--- src/rtl/cpq_pkg.sv ---
`timescale 1ns / 1ps
// ----------------------------------------------------------------------------
// cpq_pkg
// Types and constants shared by the paced transmit queue modules.
// ----------------------------------------------------------------------------
package cpq_pkg;

	localparam int QUEUE_DEPTH = 64;
	localparam int IDX_W       = $clog2(QUEUE_DEPTH);
	localparam int CNT_W       = $clog2(QUEUE_DEPTH + 1);
	localparam int CMP_W       = (CNT_W > 7) ? CNT_W : 7;

	localparam logic [15:0] HOLD_TIME_RST    = 16'd5;
	localparam logic [15:0] PEN_WIN_RST      = 16'd10;
	localparam logic [7:0]  BASE_MULT_RST    = 8'd20;
	localparam logic [6:0]  BUFFER_LIMIT_RST = 7'd64;

	typedef enum logic [1:0] {
		OP_ARRIVE   = 2'd0,
		OP_FEEDBACK = 2'd1,
		OP_TICK     = 2'd2,
		OP_UNUSED   = 2'd3
	} op_t;

	typedef enum logic [2:0] {
		ST_QUEUED   = 3'd0,
		ST_DROPPED  = 3'd1,
		ST_SENT     = 3'd2,
		ST_EMPTY    = 3'd3,
		ST_FEEDBACK = 3'd4
	} status_t;

	typedef enum logic [1:0] {
		REG_HOLD_TIME    = 2'd0,
		REG_PEN_WIN      = 2'd1,
		REG_BASE_MULT    = 2'd2,
		REG_BUFFER_LIMIT = 2'd3
	} reg_idx_t;

	typedef struct packed {
		logic [1:0]  operation;
		logic [31:0] now;
		logic [15:0] packet_id;
		logic [15:0] packet_duration;
	} cpq_req_t;

	typedef struct packed {
		logic [2:0]  status;
		logic [15:0] sent_id;
		logic [24:0] service_time;
		logic        start_service;
		logic        bottleneck_active;
		logic [6:0]  queue_count;
	} cpq_res_t;

	typedef struct packed {
		logic event_en;
		logic feedback;
	} cpq_pace_ctl_t;

endpackage

--- src/rtl/cpq_cell.sv ---
`timescale 1ns / 1ps
// ----------------------------------------------------------------------------
// cpq_cell
// One queue slot: takes its upstream neighbor on a pop, the new packet on a push.
// ----------------------------------------------------------------------------
module cpq_cell (
	input  logic        clk,
	input  logic        shift_en,
	input  logic        load_en,
	input  logic [15:0] next_id,
	input  logic [15:0] next_dur,
	input  logic [15:0] load_id,
	input  logic [15:0] load_dur,
	output logic [15:0] id,
	output logic [15:0] dur
);

	logic [15:0] id_q;
	logic [15:0] dur_q;

	always_ff @(posedge clk) begin
		if (shift_en) begin
			id_q  <= next_id;
			dur_q <= next_dur;
		end else if (load_en) begin
			id_q  <= load_id;
			dur_q <= load_dur;
		end
	end

	assign id  = id_q;
	assign dur = dur_q;

endmodule

--- src/rtl/cpq_pace.sv ---
`timescale 1ns / 1ps
// ----------------------------------------------------------------------------
// cpq_pace
// Bottleneck tracking and service time scaling for the head packet.
// ----------------------------------------------------------------------------
module cpq_pace (
	input  logic                  clk,
	input  logic                  arst_n,
	input  cpq_pkg::cpq_pace_ctl_t ctl,
	input  logic [31:0]           now,
	input  logic [15:0]           hold_time,
	input  logic [15:0]           pen_win,
	input  logic [7:0]            base_multiplier,
	input  logic [15:0]           head_dur,
	output logic                  bottleneck,
	output logic [24:0]           service_time
);
	import cpq_pkg::*;

	logic        in_bn_q;
	logic        doubled_q;
	logic [31:0] window_end_q;

	logic [32:0] end_sum;
	logic [31:0] end_sat;
	logic [32:0] diff;
	logic        begin_bn;
	logic        in_bn_mid;
	logic        dbl_mid;
	logic [31:0] wend_mid;
	logic        bn_n;
	logic        dbl_n;
	logic [23:0] prod;

	always_comb begin
		end_sum  = {1'b0, now} + {17'b0, hold_time};
		end_sat  = end_sum[32] ? 32'hFFFF_FFFF : end_sum[31:0];
		diff     = {1'b0, now} - {1'b0, window_end_q};
		begin_bn = ctl.feedback && !in_bn_q;
		in_bn_mid = in_bn_q || begin_bn;
		dbl_mid  = doubled_q ||
			(begin_bn && ($signed(diff) < $signed({17'b0, pen_win})));
		wend_mid = begin_bn ? end_sat : window_end_q;
		if (in_bn_mid && (now >= wend_mid)) begin
			bn_n  = 1'b0;
			dbl_n = 1'b0;
		end else begin
			bn_n  = in_bn_mid;
			dbl_n = dbl_mid;
		end
		prod = head_dur * base_multiplier;
		if (!bn_n) begin
			service_time = {9'b0, head_dur};
		end else if (dbl_n) begin
			service_time = {prod, 1'b0};
		end else begin
			service_time = {1'b0, prod};
		end
	end

	assign bottleneck = bn_n;

	always_ff @(posedge clk or negedge arst_n) begin
		if (!arst_n) begin
			in_bn_q      <= 1'b0;
			doubled_q    <= 1'b0;
			window_end_q <= '0;
		end else if (ctl.event_en) begin
			in_bn_q      <= bn_n;
			doubled_q    <= dbl_n;
			window_end_q <= wend_mid;
		end
	end

endmodule

--- src/rtl/congestion_paced_tx_queue.sv ---
`timescale 1ns / 1ps
// ----------------------------------------------------------------------------
// congestion_paced_tx_queue
// Transmit queue with congestion pacing, built as a shifting row of slots.
//
//  channel   handshake               payload
//  request   start / busy            request  (cpq_req_t)
//  result    done strobe, 1 cycle    result   (cpq_res_t)
//  config    cfg_valid / cfg_ready   cfg_index, cfg_data
//
// each request is accepted, then executed: in the execute cycle the slot row
// shifts or loads and the pacing multiplier scales the head duration; busy is
// high during execute, the result strobes in the next cycle while a new request
// may be accepted (an OP_UNUSED request gives none). reset empties the queue and
// restores register defaults, no clearing pass. results cannot be stalled.
// ----------------------------------------------------------------------------
module congestion_paced_tx_queue (
	input  logic              clk,
	input  logic              arst_n,
	input  logic              start,
	output logic              busy,
	input  cpq_pkg::cpq_req_t request,
	output logic              done,
	output cpq_pkg::cpq_res_t result,
	input  logic              cfg_valid,
	output logic              cfg_ready,
	input  logic [1:0]        cfg_index,
	input  logic [15:0]       cfg_data
);
	import cpq_pkg::*;

	logic        ex_q;
	cpq_req_t    req_q;
	logic        done_q;
	cpq_res_t    res_q;
	logic [CNT_W-1:0] count_q;
	logic        server_busy_q;
	logic [15:0] hold_q;
	logic [15:0] window_q;
	logic [7:0]  mult_q;
	logic [6:0]  limit_q;

	logic [15:0] cell_id  [QUEUE_DEPTH];
	logic [15:0] cell_dur [QUEUE_DEPTH];

	op_t           op;
	logic          ev;
	logic          full;
	logic          push;
	logic          pop;
	logic [CNT_W-1:0] count_n;
	cpq_pace_ctl_t pace_ctl;
	logic          bn;
	logic [24:0]   svc;
	cpq_res_t      res_n;

	assign busy      = ex_q;
	assign cfg_ready = 1'b1;
	assign done      = done_q;
	assign result    = res_q;

	always_comb begin
		op   = op_t'(req_q.operation);
		ev   = ex_q && (op != OP_UNUSED);
		full = (CMP_W'(count_q) >= CMP_W'(limit_q)) ||
			(CNT_W'(QUEUE_DEPTH) <= count_q);
		push = ev && (op == OP_ARRIVE) && !full;
		pop  = ev && (op == OP_TICK) && (count_q != '0);
		pace_ctl.event_en = ev;
		pace_ctl.feedback = (op == OP_FEEDBACK);
		if (push) begin
			count_n = count_q + CNT_W'(1);
		end else if (pop) begin
			count_n = count_q - CNT_W'(1);
		end else begin
			count_n = count_q;
		end
		res_n.sent_id           = pop ? cell_id[0] : 16'd0;
		res_n.service_time      = pop ? svc : 25'd0;
		res_n.start_service     = pop || (push && !server_busy_q);
		res_n.bottleneck_active = bn;
		res_n.queue_count       = 7'(count_n);
		case (op)
			OP_ARRIVE:   res_n.status = push ? ST_QUEUED : ST_DROPPED;
			OP_FEEDBACK: res_n.status = ST_FEEDBACK;
			OP_TICK:     res_n.status = pop ? ST_SENT : ST_EMPTY;
			default:     res_n.status = ST_QUEUED;
		endcase
	end

	genvar gi;
	generate
		for (gi = 0; gi < QUEUE_DEPTH; gi++) begin : g_cell
			logic [15:0] nxt_id;
			logic [15:0] nxt_dur;
			if (gi == QUEUE_DEPTH - 1) begin : g_tail
				assign nxt_id  = '0;
				assign nxt_dur = '0;
			end else begin : g_mid
				assign nxt_id  = cell_id[gi + 1];
				assign nxt_dur = cell_dur[gi + 1];
			end
			cpq_cell u_cell (
				.clk      (clk),
				.shift_en (pop),
				.load_en  (push && (count_q[IDX_W-1:0] == IDX_W'(gi))),
				.next_id  (nxt_id),
				.next_dur (nxt_dur),
				.load_id  (req_q.packet_id),
				.load_dur (req_q.packet_duration),
				.id       (cell_id[gi]),
				.dur      (cell_dur[gi])
			);
		end
	endgenerate

	cpq_pace u_pace (
		.clk             (clk),
		.arst_n          (arst_n),
		.ctl             (pace_ctl),
		.now             (req_q.now),
		.hold_time       (hold_q),
		.pen_win         (window_q),
		.base_multiplier (mult_q),
		.head_dur        (cell_dur[0]),
		.bottleneck      (bn),
		.service_time    (svc)
	);

	always_ff @(posedge clk) begin
		if (start && !ex_q) begin
			req_q <= request;
		end
		if (ex_q) begin
			res_q <= res_n;
		end
	end

	always_ff @(posedge clk or negedge arst_n) begin
		if (!arst_n) begin
			ex_q          <= 1'b0;
			done_q        <= 1'b0;
			count_q       <= '0;
			server_busy_q <= 1'b0;
			hold_q        <= HOLD_TIME_RST;
			window_q      <= PEN_WIN_RST;
			mult_q        <= BASE_MULT_RST;
			limit_q       <= BUFFER_LIMIT_RST;
		end else begin
			ex_q   <= start && !ex_q;
			done_q <= ev;
			if (ev) begin
				count_q <= count_n;
				if (pop || (push && !server_busy_q)) begin
					server_busy_q <= 1'b1;
				end else if ((op == OP_TICK) && !pop) begin
					server_busy_q <= 1'b0;
				end
			end
			if (cfg_valid) begin
				case (reg_idx_t'(cfg_index))
					REG_HOLD_TIME:    hold_q   <= cfg_data;
					REG_PEN_WIN:      window_q <= cfg_data;
					REG_BASE_MULT:    mult_q   <= cfg_data[7:0];
					REG_BUFFER_LIMIT: limit_q  <= cfg_data[6:0];
					default:          hold_q   <= hold_q;
				endcase
			end
		end
	end

endmodule

--- config.mk ---
export PLATFORM = sky130hd
export DESIGN_NAME = congestion_paced_tx_queue
export DESIGN_NICKNAME = d
export VERILOG_FILES = /design/src/rtl/cpq_pkg.sv /design/src/rtl/cpq_cell.sv /design/src/rtl/cpq_pace.sv /design/src/rtl/congestion_paced_tx_queue.sv
export SDC_FILE = /design/constraint.sdc
export NUM_CORES = 2
export LEC_CHECK = 0
export BUFFER_PORTS_ARGS = -buffer_cell sky130_fd_sc_hd__buf_2
export CAP_MARGIN = 20
export CORE_AREA = 2 2 458 460
export DETAILED_ROUTE_END_ITERATION = 8
export DIE_AREA = 0 0 460 462
export PLACE_DENSITY = 0.74
export SLEW_MARGIN = 10
export SYNTH_ARGS = -nofsm -noshare
export SYNTH_HDL_FRONTEND = slang
export SYNTH_HIERARCHICAL = 1
export SYNTH_SLANG_ARGS = --single-unit
--- constraint.sdc ---
create_clock -name clk -period 8 [get_ports clk]
set_input_delay 0.4 -clock clk [delete_from_list [all_inputs] [get_ports clk]]
set_output_delay 0.4 -clock clk [all_outputs]
set_load 0.005 [all_outputs]
# Yosys cells after proc, flatten, opt, wreduce, memory -nomap -nowiden

Cells that the tools add are included.

Register bits: 2258
Bits of input ports: 88
Output and inout port bits: 56
Logic and storage cells: 653

$add $sub $neg: 4
Multiply operators: 1
Order comparisons: 4
Equal/unequal tests: 69
Mux-type cells: 265
Reductions and logical operators: 159

Operator list:

| operator                                             | number |
|---|---|
| two-way mux 16 bit                                   | 253 |
| == test 6 bit, second input constant                 | 32 |
| nonzero test 2 bit                                   | 64 |
| == test 6 x 5 -> 1 bit, second input constant        | 16 |
| logical AND 1 bit                                    | 75 |
| two-way mux 32 bit                                   | 2 |
| == test 6 x 4 -> 1 bit, second input constant        | 8 |
| adder 32 x 16 -> 33 bit                              | 1 |
| less-than comparator 33 x 17 -> 1 bit                | 1 |
| subtractor 32 x 32 -> 33 bit                         | 1 |
| greater-or-equal comparator 32 bit                   | 1 |
| == test 6 x 3 -> 1 bit, second input constant        | 4 |
| multiplier 16 x 8 -> 24 bit                          | 1 |
| two-way mux 24 bit                                   | 1 |
| two-way mux 7 bit                                    | 2 |
| == test 6 x 2 -> 1 bit, second input constant        | 2 |
| AND reduction 2 bit                                  | 6 |
| one-hot mux 3 bit (3 select lines)                   | 1 |
| adder 7 x 1 -> 7 bit, second input constant          | 1 |
| greater-or-equal comparator 7 bit                    | 1 |
| less-or-equal comparator 7 bit, first input constant | 1 |
| nonzero test 7 bit                                   | 1 |
| subtractor 7 x 1 -> 7 bit, second input constant     | 1 |
| == test 2 bit, second input constant                 | 3 |
| 9 further kinds                                      | 23 |

# Logic depth before layout (Yosys ltp)

Depth after elaboration: 8
Gate-level depth with buffers: 27

# By module

The synthesis kept the hierarchy.

Modules (own cells, without submodules):

| module                    | instances | cells each | area each (µm²) |
|---|---|---|---|
| cpq_cell                  | 64        | 69         | 1507.7 |
| cpq_pace                  | 1         | 1277       | 10137.2 |
| congestion_paced_tx_queue | 1         | 471        | 7119.3 |

# Worst setup path after synthesis

OpenSTA, ideal clock, no wires.

Path kind: reg-to-reg
From: reg ex_q, in the netlist busy
To: reg g_cell[31].u_cell.dur_q[0], enable pin
Setup time: 0.390 ns
Data arrival time: 5.975 ns
Setup slack: 1.635 ns
Cell stages (with the launch flop): 8
Path through: dfrtp_1 nand3b_1 a21o_1 clkinv_1 clkbuf_1 buf_6 buf_12 or2_1

Elaborated cells on any way between the ends: 7
Classes of those cells: reduce/logical (7)

RTL lines:

| what                           | line                             | source |
|---|---|---|
| from (decl)                    | congestion_paced_tx_queue.sv:32  | `logic ex_q;` |
| from (signal assigned)         | congestion_paced_tx_queue.sv:150 | `ex_q <= start && !ex_q;` |
| logical AND 1 bit              | congestion_paced_tx_queue.sv:64  | `ev = ex_q && (op != OP_UNUSED);` |
| logical AND 1 bit (2 in a row) | congestion_paced_tx_queue.sv:68  | `pop = ev && (op == OP_TICK) && (count_q != '0);` |
| named net pop                  | congestion_paced_tx_queue.sv:50  | `logic pop;` |
| nonzero test 2 bit (no line)   | --                               |  |
| to (signal assigned)           | cpq_cell.sv:24                   | `dur_q <= next_dur;` |
| to (signal assigned)           | cpq_cell.sv:27                   | `dur_q <= load_dur;` |
| to (decl)                      | cpq_cell.sv:19                   | `logic [15:0] dur_q;` |

The timed path passes the listed nets, and every way through them passes these cells.
A chain may end at the register's enable or synchronous reset.

# Worst setup path after layout

From: reg hold_q[0]
To: reg res_q, in the netlist result[20] (data pin)

Cells in the longest elaborated chain, start to end: 8
Elaborated cells on any way between the ends: 9
Classes of those cells: add/sub (1); order compare (1); mux (6); reduce/logical (1)

Ends and longest elaborated chain:

| what                                 | line                             | source |
|---|---|---|
| from (decl)                          | congestion_paced_tx_queue.sv:38  | `logic [15:0] hold_q;` |
| from (signal assigned)               | congestion_paced_tx_queue.sv:162 | `REG_HOLD_TIME: hold_q <= cfg_data;` |
| from (signal assigned)               | congestion_paced_tx_queue.sv:166 | `default: hold_q <= hold_q;` |
| adder 32 x 16 -> 33 bit *            | cpq_pace.sv:36                   | `end_sum = {1'b0, now} + {17'b0, hold_time};` |
| two-way mux 32 bit *                 | cpq_pace.sv:37                   | `end_sat = end_sum[32] ? 32'hFFFF_FFFF : end_sum[31:0];` |
| two-way mux 32 bit *                 | cpq_pace.sv:43                   | `wend_mid = begin_bn ? end_sat : window_end_q;` |
| greater-or-equal comparator 32 bit * | cpq_pace.sv:44                   | `if (in_bn_mid && (now >= wend_mid)) begin` |
| logical AND 1 bit *                  | cpq_pace.sv:44                   |  |
| two-way mux 1 bit                    | cpq_pace.sv:44                   |  |
| two-way mux 24 bit                   | cpq_pace.sv:54                   | `end else if (dbl_n) begin` |
| two-way mux 16 bit *                 | cpq_pace.sv:52                   | `if (!bn_n) begin` |
| named net svc[11]                    | congestion_paced_tx_queue.sv:54  | `logic [24:0] svc;` |
| to (signal assigned)                 | congestion_paced_tx_queue.sv:135 | `res_q <= res_n;` |
| to (decl)                            | congestion_paced_tx_queue.sv:35  | `cpq_res_t res_q;` |

The timed path passes the listed nets; every way through them passes the cells marked *.

==> summary.txt <==
Yosys
  • Post-synth top cells: 2167 x edfxtp_1, 1856 x mux2_4, 246 x mux2_2, 193 x buf_12, 180 x inv_1
  • Mux cell area share after synthesis: 27.0%
  • Netlist cell types: 87
  • Simple logic cell fraction of the synthesized area: 3.01%
  • Flops & latches, synth: 2258
  • Synth Area in Adders: 3.16%
  • Post-synth design cell area: 0.114 mm^2
  • EDFF count, synth: 2167
  • Main combinational cell family by area after synthesis: multiplexers
  • Most used DFF post-synth: edfxtp_1
  • Synth Area in XOR/XNOR: 0.524%
  • Cells after Synth: about 6200
  • Cell taking the most area after synthesis: edfxtp_1
  • Synth Area per Inst: about 18 um^2
  • Synth Area in Compound Gates: 2.19%
  • Synth area leaders: edfxtp_1 57%, mux2_4 24%, buf_12 3.4%
  • Register area share after synthesis: 59.2%
  • Ys Warns: 6
  • Yosys top cell area share: 57.2%
  • Most frequent cell after synthesis: edfxtp_1
  • Post-synthesis async set-or-reset flop share: 4.03%

Route
  • DRC Markers: 0
  • Wirelength per Cell: 24.3 um
  • Routed wire length: about 230000 um
  • Initial DRC Count: 4915
  • Final ANT Viol Nets: 0
  • Routed vias/inst: about 5.8
  • Vias: 53969
  • Pre-antenna DRT Iters: 7

Die
  • Num rows: 168
  • DIE AREA: 0.213 mm^2
  • Initial Utilization: 54.7%
  • IO Pins: between 100 and 150
  • Die Y: 462 um
  • Die W: 460 um
  • Core Area: between 0.2 and 0.25 mm^2

Place
  • Post-DP HPWL: 131000 um
  • DP Worst Slack: roughly 510 ps
  • Final GP Congestion: 0.892
  • Cell Area, Placed: about 0.11 mm^2
  • Count of input and output buffers: around 140

Layout
  • Area grow syn2layout: 7.57%
  • Seq. cell area: 0.0674 mm^2
  • FILL cells: around 15000
  • Layout Nets: 6793
  • Post-route cell area: 0.122 mm^2
  • Layout cell share with drive strength beyond 1: 41.6%
  • Area of the multi-input gates: 0.0409 mm^2

STA
  • Clk_skew: around 47 ps
  • RSZ-0062 raised after global routing: no
  • Max frequency: 0.135 GHz
  • Slew HR: 19.3%
  • Slew @ Worst Pin: 1210 ps
  • Worst setup margin: 586 ps
  • Slew Limit Fails: 0
  • Tmin final: 7410 ps
  • Tcrit/Tclk final: between 90% and 100%
  • Final setup TNS: 0 ps
  • # setup viols final: 0
  • Count of final hold-check violations: 0

Clock network
  • Clock sink total: about 2300
  • Clock tree buffer depth: 3
  • Total CTS buffers: 226
  • H-tree depth: 4
  • CTS tree: built
  • Clk Latency, worst-skew pair: between 800 and 900 ps
  • Clock transition at path regs: 60 ps
  • CTS root buf: clkbuf_16

Critical path
  • CP Data Arrival Time: around 8000 ps
  • R2R cell count: 27
  • Data required, critical path: around 8600 ps
  • Worst Setup End Kind: flop
  • Max Fanout on Critical Path: 24
  • Critical path class: reg2reg
  • Startpoint Class: flop

Power and ir drop
  • Final total power: 30.4 mW
  • Static Leak: 45.3 nW
  • Maximum vdd ir drop: roughly 0.26 mV
  • PD cells: 248 mW/mm^2

Global routing
  • Pin count of the biggest net entering global routing: 145
  • First-pass GRT wire length: about 350000 um
  • Remaining Overflow, GRT: 0
  • Number of global-route vias before repair: 57029
  • Total track usage: 21.3%
  • Antenna violations before repair: 17

Worst hold path
  • Worst hold path class: in2async

Job
  • MaxCap Viol Count: 0

Run status
  • Outcome: finished, final reports clean
## where the power goes
| part | switching (mW) | total (mW) | internal (mW) | leakage (nW) |
|---|---|---|---|---|
| clock network | 4.52 | 10.1 | 5.62 | 3.42 |
| logic | 3.44 | 6.37 | 2.94 | 21.0 |
| registers | 0.316 | 13.9 | 13.6 | 20.9 |
## path summary, 6_finish.rpt
| check | startpoint | endpoint | slack [ps] |
|---|---|---|---|
| worst max-delay path | hold_q[0] | result[20] | 590 |
| worst min-delay path | arst_n | u_pace/window_end_q[23] | 90 |
| worst max register to register | hold_q[0] | result[20] | 590 |
| worst min register to register | window_q[9] | window_q[9] | 510 |
| max in group asynchronous | arst_n | busy | 6640 |
| min in group clk | cfg_index[1] | hold_q[15] | 180 |
## metrics by stage
stage          hold WS [ps]  util (%)  cells
6_report               94.3      58.8   9374
4_1_cts                20.0      58.8   9369
5_1_grt                98.0      58.8   9373
2_1_floorplan           104         -   6195
3_5_place_dp            445      55.0   8874
3_3_place_gp            438      55.0   8872
## flip-flops by register name (all words and copies together) (netlist names), 2 cells and up
name / cells
req_q: 64
u_pace/window_end_q: 32
g_cell.u_cell/dur: 1024
result: 53
g_cell.u_cell/id: 1024
window_q: 16
count_q: 7
hold_q: 16
mult_q: 8
limit_q: 7
op: 2
## timing repair
action | in CTS | in global routing
setup endpoints to repair | 0 | 1
setup buffers | 0 | 0
endpoints found under the hold margin | 150 | 0
hold buffers | 85 | 0
resized for setup | 0 | 1
## cells in the final DEF, fill, tap and decap left out, drive strengths merged, types with 85 or more instances in the layout
master,Yosys,final
edfxtp,2167,2167
ha,150,150
buf,278,291
clkinv,1,104
and2,126,126
mux2,2102,2102
nor2,123,123
inv,180,188
nand2,132,132
fa,86,86
dlygate4sd3,0,85
clkbuf,52,281
## logic make-up (layout without fill, tap and decap cells)
group                    after synthesis  after routing
adder cells (fa/ha/maj)              236            236
multiplexers                        2106           2106
flip-flops                          2258           2258
XOR/XNOR                              68             68
buffers and inverters                511            967
AO/OA/AOI/OAI                        343            343
other                                  2             36
AND/OR/NAND/NOR                      640            640
## critical path, stage by stage, from the launching register on
cell and delay [ps]:
dfstp_2 530, ha_1 190, fa_1 230, a21o_1 140, a21oi_1 90, nor2b_1 210, o211a_1 230, o21ai_1 140
o21ai_0 370, a41o_1 480, nand2_1 120, o21ai_2 560, buf_4 370, o22ai_1 130, ha_1 310, nand3_1 70
nor2_1 40, a221oi_1 340, o22ai_1 170, o211ai_1 340, a211oi_1 180, a2111oi_1 680, buf_4 250, o21ai_2 90
buf_4 260, nor4_1 400, a221oi_2 70, and2_1 150
## layout make-up
cell class | instances | area share, %
timing repair buffer | 376 | 2.38
multi-input combinational | 3426 | 33.5
tap | 2720 | 2.78
clock buffer | 281 | 4.82
inverter | 181 | 0.561
antenna | 3 | 0.00614
sequential | 2258 | 55.0
clock inverter | 129 | 0.953
## per-layer routing
| layer | wire length (um) | share of wire, % | up-vias | global-route usage (%) |
|---|---|---|---|---|
| met1 | 100000 | 44 | 28296 | 28.5 |
| li1 | - | - | 24068 | - |
| met5 | 16 | 0.0070 | - | 0 |
| met3 | 10600 | 4.6 | 360 | 3.40 |
| met4 | 5570 | 2.4 | 4 | 5.96 |
| met2 | 112000 | 49 | 1241 | 36.1 |
No activity file was read; power rests on OpenSTA's default activity.
